--- src/hw/rtl/ows_pkg.sv ---
package ows_pkg;

   // Field widths
   localparam int TASK_ID_W   = 5;
   localparam int COUNT_W     = 4;
   localparam int STATUS_W    = 3;

   // Waiter queue geometry
   localparam int QUEUE_DEPTH = 16;
   localparam int QPTR_W      = $clog2(QUEUE_DEPTH);
   localparam int QFILL_W     = $clog2(QUEUE_DEPTH + 1);

   // Count after reset and its ceiling
   localparam logic [COUNT_W-1:0] RESET_COUNT = COUNT_W'(1);
   localparam logic [COUNT_W-1:0] COUNT_MAX   = {COUNT_W{1'b1}};

   // Request kinds
   localparam logic KIND_ACQUIRE = 1'b0;
   localparam logic KIND_RELEASE = 1'b1;

   typedef enum logic [STATUS_W-1:0] {
      ST_GRANTED   = 3'd0,
      ST_ALREADY   = 3'd1,
      ST_BLOCKED   = 3'd2,
      ST_RELEASED  = 3'd3,
      ST_HANDOFF   = 3'd4,
      ST_NOT_OWNER = 3'd5,
      ST_FULL      = 3'd6
   } status_type;

   // Core to waiter queue
   typedef struct packed {
      logic                 push;
      logic                 pop;
      logic [TASK_ID_W-1:0] push_id;
   } queue_ctrl_type;

   // Waiter queue to core
   typedef struct packed {
      logic                 empty;
      logic                 full;
      logic [TASK_ID_W-1:0] head_id;
   } queue_stat_type;

   // One result beat
   typedef struct packed {
      status_type           status;
      logic                 woken_valid;
      logic [TASK_ID_W-1:0] woken_task;
      logic                 owner_valid;
      logic [TASK_ID_W-1:0] owner_task;
      logic [COUNT_W-1:0]   units_left;
   } result_type;

endpackage

--- src/hw/rtl/owned_semaphore_with_wait_queue.sv ---
// Channel   Direction  Handshake              Beat
// req       in         req_valid/req_ready    req_kind, req_task_id
// rsp       out        rsp_valid/rsp_ready    status, woken, owner, units_left
// csr       in         csr_wr_en              csr_wr_data (initial count)
//
// One request per cycle sustained while rsp_ready is high; each result reaches rsp
// from its request beat through the input register, then the result register.
// The decision and the count/owner/queue update happen in the same cycle.
// Reset: count = 1, no owner, waiter queue empty.
// A stalled rsp holds the result register and then the input register;
// req_ready drops only when both are full and rsp_ready is low.
module owned_semaphore_with_wait_queue (
   input  logic                          clock,
   input  logic                          reset,
   input  logic                          req_valid,
   output logic                          req_ready,
   input  logic                          req_kind,
   input  logic [ows_pkg::TASK_ID_W-1:0] req_task_id,
   output logic                          rsp_valid,
   input  logic                          rsp_ready,
   output logic [ows_pkg::STATUS_W-1:0]  rsp_status,
   output logic                          rsp_woken_valid,
   output logic [ows_pkg::TASK_ID_W-1:0] rsp_woken_task,
   output logic                          rsp_owner_valid,
   output logic [ows_pkg::TASK_ID_W-1:0] rsp_owner_task,
   output logic [ows_pkg::COUNT_W-1:0]   rsp_units_left,
   input  logic                          csr_wr_en,
   input  logic [ows_pkg::COUNT_W-1:0]   csr_wr_data
);

   logic                          in_valid_ff;
   logic                          in_kind_ff;
   logic [ows_pkg::TASK_ID_W-1:0] in_task_ff;
   logic                          out_valid_ff;
   ows_pkg::result_type           out_ff;
   ows_pkg::result_type           result_in;
   logic                          advance;
   logic                          req_take;

   // Move a beat from input to result register when the latter frees up
   assign advance   = in_valid_ff && (!out_valid_ff || rsp_ready);
   assign req_ready = !in_valid_ff || advance;
   assign req_take  = req_valid && req_ready;

   ows_core u_core (
      .clock       (clock),
      .reset       (reset),
      .advance     (advance),
      .kind        (in_kind_ff),
      .task_id     (in_task_ff),
      .csr_wr_en   (csr_wr_en),
      .csr_wr_data (csr_wr_data),
      .result      (result_in)
   );

   // Hold the request beat
   always_ff @(posedge clock) begin
      if (reset) begin
         in_valid_ff <= 1'b0;
      end else if (req_ready) begin
         in_valid_ff <= req_valid;
      end
   end

   always_ff @(posedge clock) begin
      if (req_take) begin
         in_kind_ff <= req_kind;
         in_task_ff <= req_task_id;
      end
   end

   // Hold the result beat until taken
   always_ff @(posedge clock) begin
      if (reset) begin
         out_valid_ff <= 1'b0;
      end else if (advance) begin
         out_valid_ff <= 1'b1;
      end else if (rsp_ready) begin
         out_valid_ff <= 1'b0;
      end
   end

   always_ff @(posedge clock) begin
      if (advance) begin
         out_ff <= result_in;
      end
   end

   assign rsp_valid       = out_valid_ff;
   assign rsp_status      = ows_pkg::STATUS_W'(out_ff.status);
   assign rsp_woken_valid = out_ff.woken_valid;
   assign rsp_woken_task  = out_ff.woken_task;
   assign rsp_owner_valid = out_ff.owner_valid;
   assign rsp_owner_task  = out_ff.owner_task;
   assign rsp_units_left  = out_ff.units_left;

   // A handoff wakes exactly the task that becomes owner
   a_handoff_owner : assert property (@(posedge clock) disable iff (reset)
      (rsp_valid && out_ff.status == ows_pkg::ST_HANDOFF) |->
      (rsp_woken_valid && rsp_owner_valid && rsp_owner_task == rsp_woken_task))
      else $error("handoff result does not name the woken task as owner");

   // Only a handoff wakes a waiter
   a_woken_only_handoff : assert property (@(posedge clock) disable iff (reset)
      (rsp_valid && rsp_woken_valid) |-> (out_ff.status == ows_pkg::ST_HANDOFF))
      else $error("woken task reported without a handoff");

   // A plain release leaves no owner
   a_release_clears : assert property (@(posedge clock) disable iff (reset)
      (rsp_valid && out_ff.status == ows_pkg::ST_RELEASED) |->
      (!rsp_owner_valid && rsp_owner_task == '0))
      else $error("release left an owner in place");

   // A stalled request beat is never dropped
   a_hold_request : assert property (@(posedge clock) disable iff (reset)
      (in_valid_ff && !advance) |=> in_valid_ff)
      else $error("pending request lost while stalled");

endmodule

--- src/hw/rtl/ows_queue.sv ---
module ows_queue (
   input  logic                   clock,
   input  logic                   reset,
   input  ows_pkg::queue_ctrl_type ctrl,
   output ows_pkg::queue_stat_type stat
);

   logic [ows_pkg::TASK_ID_W-1:0] slot_ff [ows_pkg::QUEUE_DEPTH];
   logic [ows_pkg::QPTR_W-1:0]    head_ff, head_in;
   logic [ows_pkg::QPTR_W-1:0]    tail_ff, tail_in;
   logic [ows_pkg::QFILL_W-1:0]   fill_ff, fill_in;

   // Report head entry and occupancy
   assign stat.empty   = (fill_ff == '0);
   assign stat.full    = (fill_ff == ows_pkg::QFILL_W'(ows_pkg::QUEUE_DEPTH));
   assign stat.head_id = slot_ff[head_ff];

   // Advance pointers with wrap at the queue depth
   always_comb begin
      head_in = head_ff;
      tail_in = tail_ff;
      fill_in = fill_ff;
      if (ctrl.push) begin
         tail_in = (tail_ff == ows_pkg::QPTR_W'(ows_pkg::QUEUE_DEPTH - 1)) ?
                   '0 : tail_ff + 1'b1;
      end
      if (ctrl.pop) begin
         head_in = (head_ff == ows_pkg::QPTR_W'(ows_pkg::QUEUE_DEPTH - 1)) ?
                   '0 : head_ff + 1'b1;
      end
      if (ctrl.push && !ctrl.pop) begin
         fill_in = fill_ff + 1'b1;
      end else if (ctrl.pop && !ctrl.push) begin
         fill_in = fill_ff - 1'b1;
      end
   end

   always_ff @(posedge clock) begin
      if (reset) begin
         head_ff <= '0;
         tail_ff <= '0;
         fill_ff <= '0;
      end else begin
         head_ff <= head_in;
         tail_ff <= tail_in;
         fill_ff <= fill_in;
      end
   end

   // Store the blocked task at the tail
   always_ff @(posedge clock) begin
      if (ctrl.push) begin
         slot_ff[tail_ff] <= ctrl.push_id;
      end
   end

endmodule

--- src/hw/rtl/ows_core.sv ---
module ows_core (
   input  logic                          clock,
   input  logic                          reset,
   input  logic                          advance,
   input  logic                          kind,
   input  logic [ows_pkg::TASK_ID_W-1:0] task_id,
   input  logic                          csr_wr_en,
   input  logic [ows_pkg::COUNT_W-1:0]   csr_wr_data,
   output ows_pkg::result_type           result
);

   logic [ows_pkg::COUNT_W-1:0]   count_ff, count_in;
   logic                          holder_valid_ff, holder_valid_in;
   logic [ows_pkg::TASK_ID_W-1:0] holder_id_ff, holder_id_in;
   logic                          is_owner;
   ows_pkg::queue_ctrl_type       qctrl;
   ows_pkg::queue_stat_type       qstat;
   ows_pkg::status_type           status;
   logic                          woken_valid;
   logic                          do_push;
   logic                          do_pop;

   ows_queue u_queue (
      .clock (clock),
      .reset (reset),
      .ctrl  (qctrl),
      .stat  (qstat)
   );

   assign is_owner = holder_valid_ff && (holder_id_ff == task_id);

   // Decide the outcome of the request in the input register
   always_comb begin
      count_in        = count_ff;
      holder_valid_in = holder_valid_ff;
      holder_id_in    = holder_id_ff;
      woken_valid     = 1'b0;
      do_push         = 1'b0;
      do_pop          = 1'b0;
      status          = ows_pkg::ST_ALREADY;
      if (kind == ows_pkg::KIND_ACQUIRE) begin
         if (is_owner) begin
            status = ows_pkg::ST_ALREADY;
         end else if (count_ff != '0) begin
            count_in        = count_ff - 1'b1;
            holder_valid_in = 1'b1;
            holder_id_in    = task_id;
            status          = ows_pkg::ST_GRANTED;
         end else if (qstat.full) begin
            status = ows_pkg::ST_FULL;
         end else begin
            do_push = 1'b1;
            status  = ows_pkg::ST_BLOCKED;
         end
      end else begin
         if (!is_owner) begin
            status = ows_pkg::ST_NOT_OWNER;
         end else if (qstat.empty) begin
            holder_valid_in = 1'b0;
            holder_id_in    = '0;
            if (count_ff != ows_pkg::COUNT_MAX) begin
               count_in = count_ff + 1'b1;
            end
            status = ows_pkg::ST_RELEASED;
         end else begin
            // hand the unit straight to the oldest waiter
            do_pop          = 1'b1;
            holder_valid_in = 1'b1;
            holder_id_in    = qstat.head_id;
            woken_valid     = 1'b1;
            status          = ows_pkg::ST_HANDOFF;
         end
      end
   end

   assign qctrl.push    = advance && do_push;
   assign qctrl.pop     = advance && do_pop;
   assign qctrl.push_id = task_id;

   // Build the result beat from the state after this request
   assign result.status      = status;
   assign result.woken_valid = woken_valid;
   assign result.woken_task  = woken_valid ? qstat.head_id : '0;
   assign result.owner_valid = holder_valid_in;
   assign result.owner_task  = holder_valid_in ? holder_id_in : '0;
   assign result.units_left  = count_in;

   // Commit state; a register write reloads the count
   always_ff @(posedge clock) begin
      if (reset) begin
         count_ff        <= ows_pkg::RESET_COUNT;
         holder_valid_ff <= 1'b0;
         holder_id_ff    <= '0;
      end else begin
         if (csr_wr_en) begin
            count_ff <= csr_wr_data;
         end else if (advance) begin
            count_ff <= count_in;
         end
         if (advance) begin
            holder_valid_ff <= holder_valid_in;
            holder_id_ff    <= holder_id_in;
         end
      end
   end

endmodule
--- config.mk ---
export PLATFORM = sky130hd
export DESIGN_NAME = owned_semaphore_with_wait_queue
export DESIGN_NICKNAME = d
export VERILOG_FILES = /design/src/hw/rtl/ows_pkg.sv /design/src/hw/rtl/owned_semaphore_with_wait_queue.sv /design/src/hw/rtl/ows_queue.sv /design/src/hw/rtl/ows_core.sv
export SDC_FILE = /design/constraint.sdc
export NUM_CORES = 1
export LEC_CHECK = 0
export BUFFER_PORTS_ARGS = -buffer_cell sky130_fd_sc_hd__buf_4
export CORE_MARGIN = 5
export CORE_UTILIZATION = 45
export DETAILED_ROUTE_END_ITERATION = 16
export PLACE_DENSITY = 0.63
export REMOVE_ABC_BUFFERS = 1
export SETUP_SLACK_MARGIN = 0.05
export SKIP_LAST_GASP = 1
export SLEW_MARGIN = 20
export SYNTH_ARGS = -nofsm -noshare
export SYNTH_HDL_FRONTEND = slang
export SYNTH_SLANG_ARGS = --single-unit
export TNS_END_PERCENT = 5
--- constraint.sdc ---
create_clock -name clock -period 7 [get_ports clock]
set_clock_uncertainty 0.2 [all_clocks]
set_input_delay 1.4 -clock clock [delete_from_list [all_inputs] [get_ports clock]]
set_output_delay 1.4 -clock clock [all_outputs]
set_load 0.01 [all_outputs]
==> Yosys cells after proc, flatten, opt, wreduce, memory -nomap -nowiden <==
Memory sizes are Yosys's and may differ from the RTL's. A register that Yosys moved wholly into a read port is not among the register bits.
Index checks and enable logic that the tools add are counted.
{ "word_totals": {"ram_bits": 80, "inputBits": 15, "wordCells": 86, "memories": 1, "output_inout_bits": 21, "reg_bits": 50} }
{ "memory_table": {"columns": ["name", "words", "word_bits", "read_ports", "rd_clocked_by_memory_dff", "wr", "line", "source"], "rows": [
  ["u_core.u_queue.slot_ff", 16, 5, 1, 1, 1, "ows_queue.sv:8", "logic [ows_pkg::TASK_ID_W-1:0] slot_ff [ows_pkg::QUEUE_DEPTH];"]
]} }
{ "op_classes": {"n_eq_ne": 5, "muxes": 40, "n_reduce_logical": 18, "addsub": 6} }
{ "ops": {"columns": ["operator", "count"], "rows": [
  ["$mux 4", 12],
  ["$mux 5", 7],
  ["$mux 3", 6],
  ["$mux 1", 15],
  ["$add 4x1->4 const B", 3],
  ["$eq 4x4->1 const B", 2],
  ["$logic_and 1x1->1", 7],
  ["$reduce_bool 2->1", 3],
  ["$add 5x1->5 const B", 1],
  ["$eq 5x5->1", 1],
  ["$eq 5x5->1 const B", 1],
  ["$logic_not 5->1", 1],
  ["$sub 5x1->5 const B", 1],
  ["$logic_not 1->1", 4],
  ["$ne 4x4->1 const B", 1],
  ["$reduce_bool 4->1", 1],
  ["$sub 4x1->4 const B", 1],
  ["$logic_or 1x1->1", 2]
]} }

==> Logic depth before layout (Yosys ltp) <==
{ "depth": {"ltp_word": 10, "mapped_depth": 14} }

==> Hierarchy <==
Synthesis repeated with hierarchy kept, for this count alone.
{ "unflattened": {"hier_cells": 434, "hier_area_um2": 5959.5} }
{ "modules_own_cells": {"columns": ["mod", "n_inst", "area_per_inst_um2", "seq_area_each_um2", "cells_per_inst"], "rows": [
  ["ows_queue", 1, 3936.3, 2742.6, 231],
  ["ows_core", 1, 1168.6, 200.2, 168],
  ["owned_semaphore_with_wait_queue", 1, 854.6, 790.8, 35]
]} }

==> Worst setup path before layout <==
No wires, ideal clock.
{ "synth_path": {"kind": "input -> register", "start": "input port rsp_ready", "end": "register u_core.u_queue.fill_ff[4] (netlist name)", "setup_slack_ns": 2.996, "path_buffers": 0, "path_stages": 11, "arrival_time_ns": 3.734, "cell_sequence": "nand2b_1 -> o211ai_1 -> a2111oi_4 -> ha_1 -> inv_1 -> fa_1 -> a21o_1 -> a21oi_1 -> xnor2_1 -> or3_1 -> a21oi_1"} }
{ "synth_rtl": {"columns": ["item", "line", "source"], "rows": [
  ["start, declared", "owned_semaphore_with_wait_queue.sv:20", "input logic rsp_ready,"],
  ["end signal, assigned", "ows_queue.sv:46", "fill_ff <= fill_in;"],
  ["end, declared", "ows_queue.sv:11", "logic [ows_pkg::QFILL_W-1:0] fill_ff, fill_in;"]
]} }

==> flow_summary.ini <==
[floorplanning]
core_area_mm2 = 0.0127
num_rows = 41
die_y_um = 124
floorplan.die_area_mm2 = 0.0153
die_width_um = 124
floorplan.io_pins = 36
starting_utilization_of_the_core_area = 0.460

[route]
ant_nets = 0
avgViaCountPerCell = 5.34
wire_per_inst_um = 17.4
finalWirelength_um = 11200
drt_iter0_markers = 346
num_vias = 3456
drt_first_pass_iters = 4
drc = 0

[timing]
hold_violation_count_in_the_final_report = 0
slew_viol_final = 0
setup_viol = 0
worst-slew-pin-transition_ns = 1.00
slew-limit-headroom = 0.332
timing.fmax_mhz = 254
final.min_clock_period_ns = 3.94
grt_setup_unrepaired = no
setup-tns-final_ns = 0
final.period_utilization = 0.562

[placement]
gpl.final_weighted_congestion = 0.810
placed_cells_incl_taps = 615
detailed_place_hpwl_um = 7430
portBuffers = 35

[global_routing]
use_met2 = 0.239
grt_max_degree = 39
number_of_global_route_vias_before_repair = 3461
initial_antenna_violation_count = 0
grt-ovfl-total = 0
grtUsageMet3 = 0.0441
global_route_wire_length_before_repair_um = 18000
all_layer_global_routing_usage = 0.160
grt_most_used_layer = met2
met1_usage = 0.220

[pwr]
power.internal_w = 0.00139
pwr-share-seq = 0.505
ratio_of_total_power_to_cell_area_mw_per_mm2 = 262
clock_power_share = 0.447
power_leakage_nw = 2.31
comb_power_share = 0.048
switchingPower_w = 0.000378
power.switching_fraction = 0.214
ir_drop_mv = 0.149

[worst_setup_path]
r2r_start = in_task_ff[0]$_DFFE_PP_
worst-endpoint-arrival_ns = 4.08
timing.reg2reg.worst_path_depth = 11
critical_path.reg2reg.endpoint = u_core.u_queue.fill_ff[4]$_SDFFE_PP0P_
path_max_fanout = 18
ff2ff_setup_slack_ns = 3.06
crit_path_start_kind = flip-flop
critPathKind = flip-flop to flip-flop
required_ns = 7.14
critical_path.endpoint_type = flip-flop

[status]
run_status = finished clean

[cts]
worstSkewPairLatency_ns = 0.42
cts_resized = 0
htree_num_levels = 4
post-cts-setup-buffers = 0
cts.root.buffer_cell = clkbuf_16
tritoncts = done
cts_buffers = 17
clkSlewWorstSetupHoldPaths_ns = 0.05
max-clock-path-buffers = 2
postCtsHoldBufs = 0
number_of_clock_sinks = 134

[cells_and_area]
final_layout_size_suffix_gt1_frac = 0.196
area.growth.synth_to_final_pct = 16.0
final-instance-count-excl-fill = 647
final_core_util = 0.533
finalNetCount = 490
antenna_cells_inserted = 0

[synthesis]
synth_xor_area_frac = 0.0180
synth_mux_area_frac = 0.0992
synthesis.yosys.warnings = 0
synth-seq-cells = 134
ys_dominant_reg_cell = edfxtp_1
synth.yosys.seq_area_share = 0.641
synth-compound-area-share = 0.0790
synth_enable_flop_cells = 105
synth_simple_gate_area_share = 0.108
main_combinational_cell_family_by_area_after_synthesis = simple AND/OR/NAND/NOR gates
synth_area_leader_cell = edfxtp_1
post-synth-top-area-fraction = 0.541
synth_area_mm2 = 0.00583
synthDistinctLibCells = 48
ys_async_sr_fraction = 0
post_synth_main_area_contributors = edfxtp_1 (54%), dfxtp_1 (10%), mux4_2 (7.7%)
syn-instance-count = 428
syn_avg_cell_area_um2 = 13.6
yosys.area_share.adder = 0.0292

[hold_path]
hold_depth = 2
hold_end = u_core.u_queue.head_ff[1]$_SDFFE_PP0N_
hold_path.startpoint = u_core.u_queue.head_ff[1]$_SDFFE_PP0N_
min_path_type = flip-flop to flip-flop

[job]
cap_violations = 0
sequential cells by signal, indices dropped and copies added (netlist names), 3 cells and up, named ones only:
signal,cells
u_core.u_queue.tail_ff,4
u_core.u_queue.head_ff,4
rsp_woken_task,5
u_core.count_ff,4
in_task_ff,5
u_core.u_queue.fill_ff,5
rsp_status,3
u_core.holder_id_ff,5
rsp_units_left,4
rsp_owner_task,5
u_core.u_queue.slot_ff,80
layout by cell type, fill, tap and decap left out, types with 2 or more instances in the layout:
cell / n
a31oi_1: 3
o22ai_1: 3
nand4_1: 6
ha_1: 12
nor2_1: 45
nor4_1: 2
nand2b_1: 3
o211ai_1: 6
mux4_2: 20
a22o_1: 5
a21oi_1: 19
clkinv_1: 4
mux2i_1: 6
inv_1: 15
a41o_1: 2
xnor2_1: 8
nand2_1: 38
a211oi_1: 7
o21ai_0: 8
clkbuf_16: 17
nor3b_1: 2
mux2_2: 6
and2_1: 3
clkbuf_1: 4
and3_1: 7
buf_4: 38
nand3_1: 9
nor3_1: 8
edfxtp_1: 105
xor2_1: 4
clkinvlp_4: 4
a311o_1: 2
clkinv_2: 2
nor2b_1: 4
dfxtp_1: 29
a21o_1: 3
per-stage QoR:
stage | setup WS (ns) | total power (W) | instance area [um2] | hold WS (ns)
2_1_floorplan | 2.70 | 0.000959 | 5730 | 0.255
3_3_place_gp | 2.76 | 0.000993 | 6230 | 0.287
3_5_place_dp | 2.69 | 0.000997 | 6230 | 0.296
4_1_cts | 3.03 | 0.00179 | 6760 | 0.303
5_1_grt | 2.75 | 0.00184 | 6760 | 0.337
6_report | 3.06 | 0.00177 | 6760 | 0.300
routing by layer:
metal  routed length, um  vias up
met3                 669        6
met1                5100     1672
met2                5380       87
li1                    -     1691
met4                  88        0
met5                   0        -
Yosys cell counts (5+ instances only):
library cell,count
mux4_2,20
dfxtp_1,29
edfxtp_1,105
mux2_2,6
nor3_1,8
nor2_1,45
a211oi_1,7
clkbuf_1,13
nand3_1,9
nand4_1,6
ha_1,12
nand2_1,38
a21oi_1,19
buf_2,6
xnor2_1,8
inv_1,15
o21ai_0,8
a22o_1,5
mux2i_1,6
and3_1,7
o211ai_1,6
power groups by stage:
stage	Sequential, W	Combinational (W)	Clock, W
2_1_floorplan	0.000907	0.0000517	0
3_3_place_gp	0.000910	0.0000827	0
3_5_place_dp	0.000912	0.0000849	0
4_1_cts	0.000895	0.0000854	0.000809
5_1_grt	0.000898	0.0000951	0.000844
6_report	0.000895	0.0000849	0.000791
area by class of cell:
type / instances / area (um2)
fill: 1049 / 5910
sequential: 134 / 3730
multi-input combinational: 256 / 1940
clock buffer: 21 / 440
timing repair buffer: 38 / 285
tap: 172 / 215
clock inverter: 11 / 85.1
inverter: 15 / 56.3
worst max-delay path, cell delays in order, from the launching register on:
cell and delay, ns:
edfxtp_1 0.76, xnor2_1 0.25, and2_1 0.31, a2111oi_4 0.65, ha_1 0.29, inv_1 0.10, fa_1 0.41, a21o_1 0.18
a21oi_1 0.18, xnor2_1 0.09, or3_1 0.30, a21oi_1 0.13
worst max path at each step:
| stage | startpoint | to | slack, ns | cells after the start |
|---|---|---|---|---|
| finish | in_task_ff[0]$_DFFE_PP_ | u_core.u_queue.fill_ff[4]$_SDFFE_PP0P_ | 3.06 | 11 |
| global route | in_task_ff[0]$_DFFE_PP_ | u_core.u_queue.fill_ff[4]$_SDFFE_PP0P_ | 2.75 | 11 |
| CTS | in_task_ff[0]$_DFFE_PP_ | u_core.u_queue.fill_ff[4]$_SDFFE_PP0P_ | 3.03 | 11 |
| detailed placement | rsp_ready | u_core.u_queue.fill_ff[4]$_SDFFE_PP0P_ | 2.69 | 12 |
| global placement | rsp_ready | u_core.u_queue.fill_ff[4]$_SDFFE_PP0P_ | 2.76 | 12 |
| floorplan | rsp_ready | u_core.u_queue.fill_ff[4]$_SDFFE_PP0P_ | 2.70 | 12 |
cells by family after synthesis:
kind of cell    after synthesis
simple gates                134
compound gates               65
xor+xnor                     12
buf+inv                      38
flops                       134
mux                          32
fa+ha+maj                    13
No activity file was read; power rests on OpenSTA's default activity.
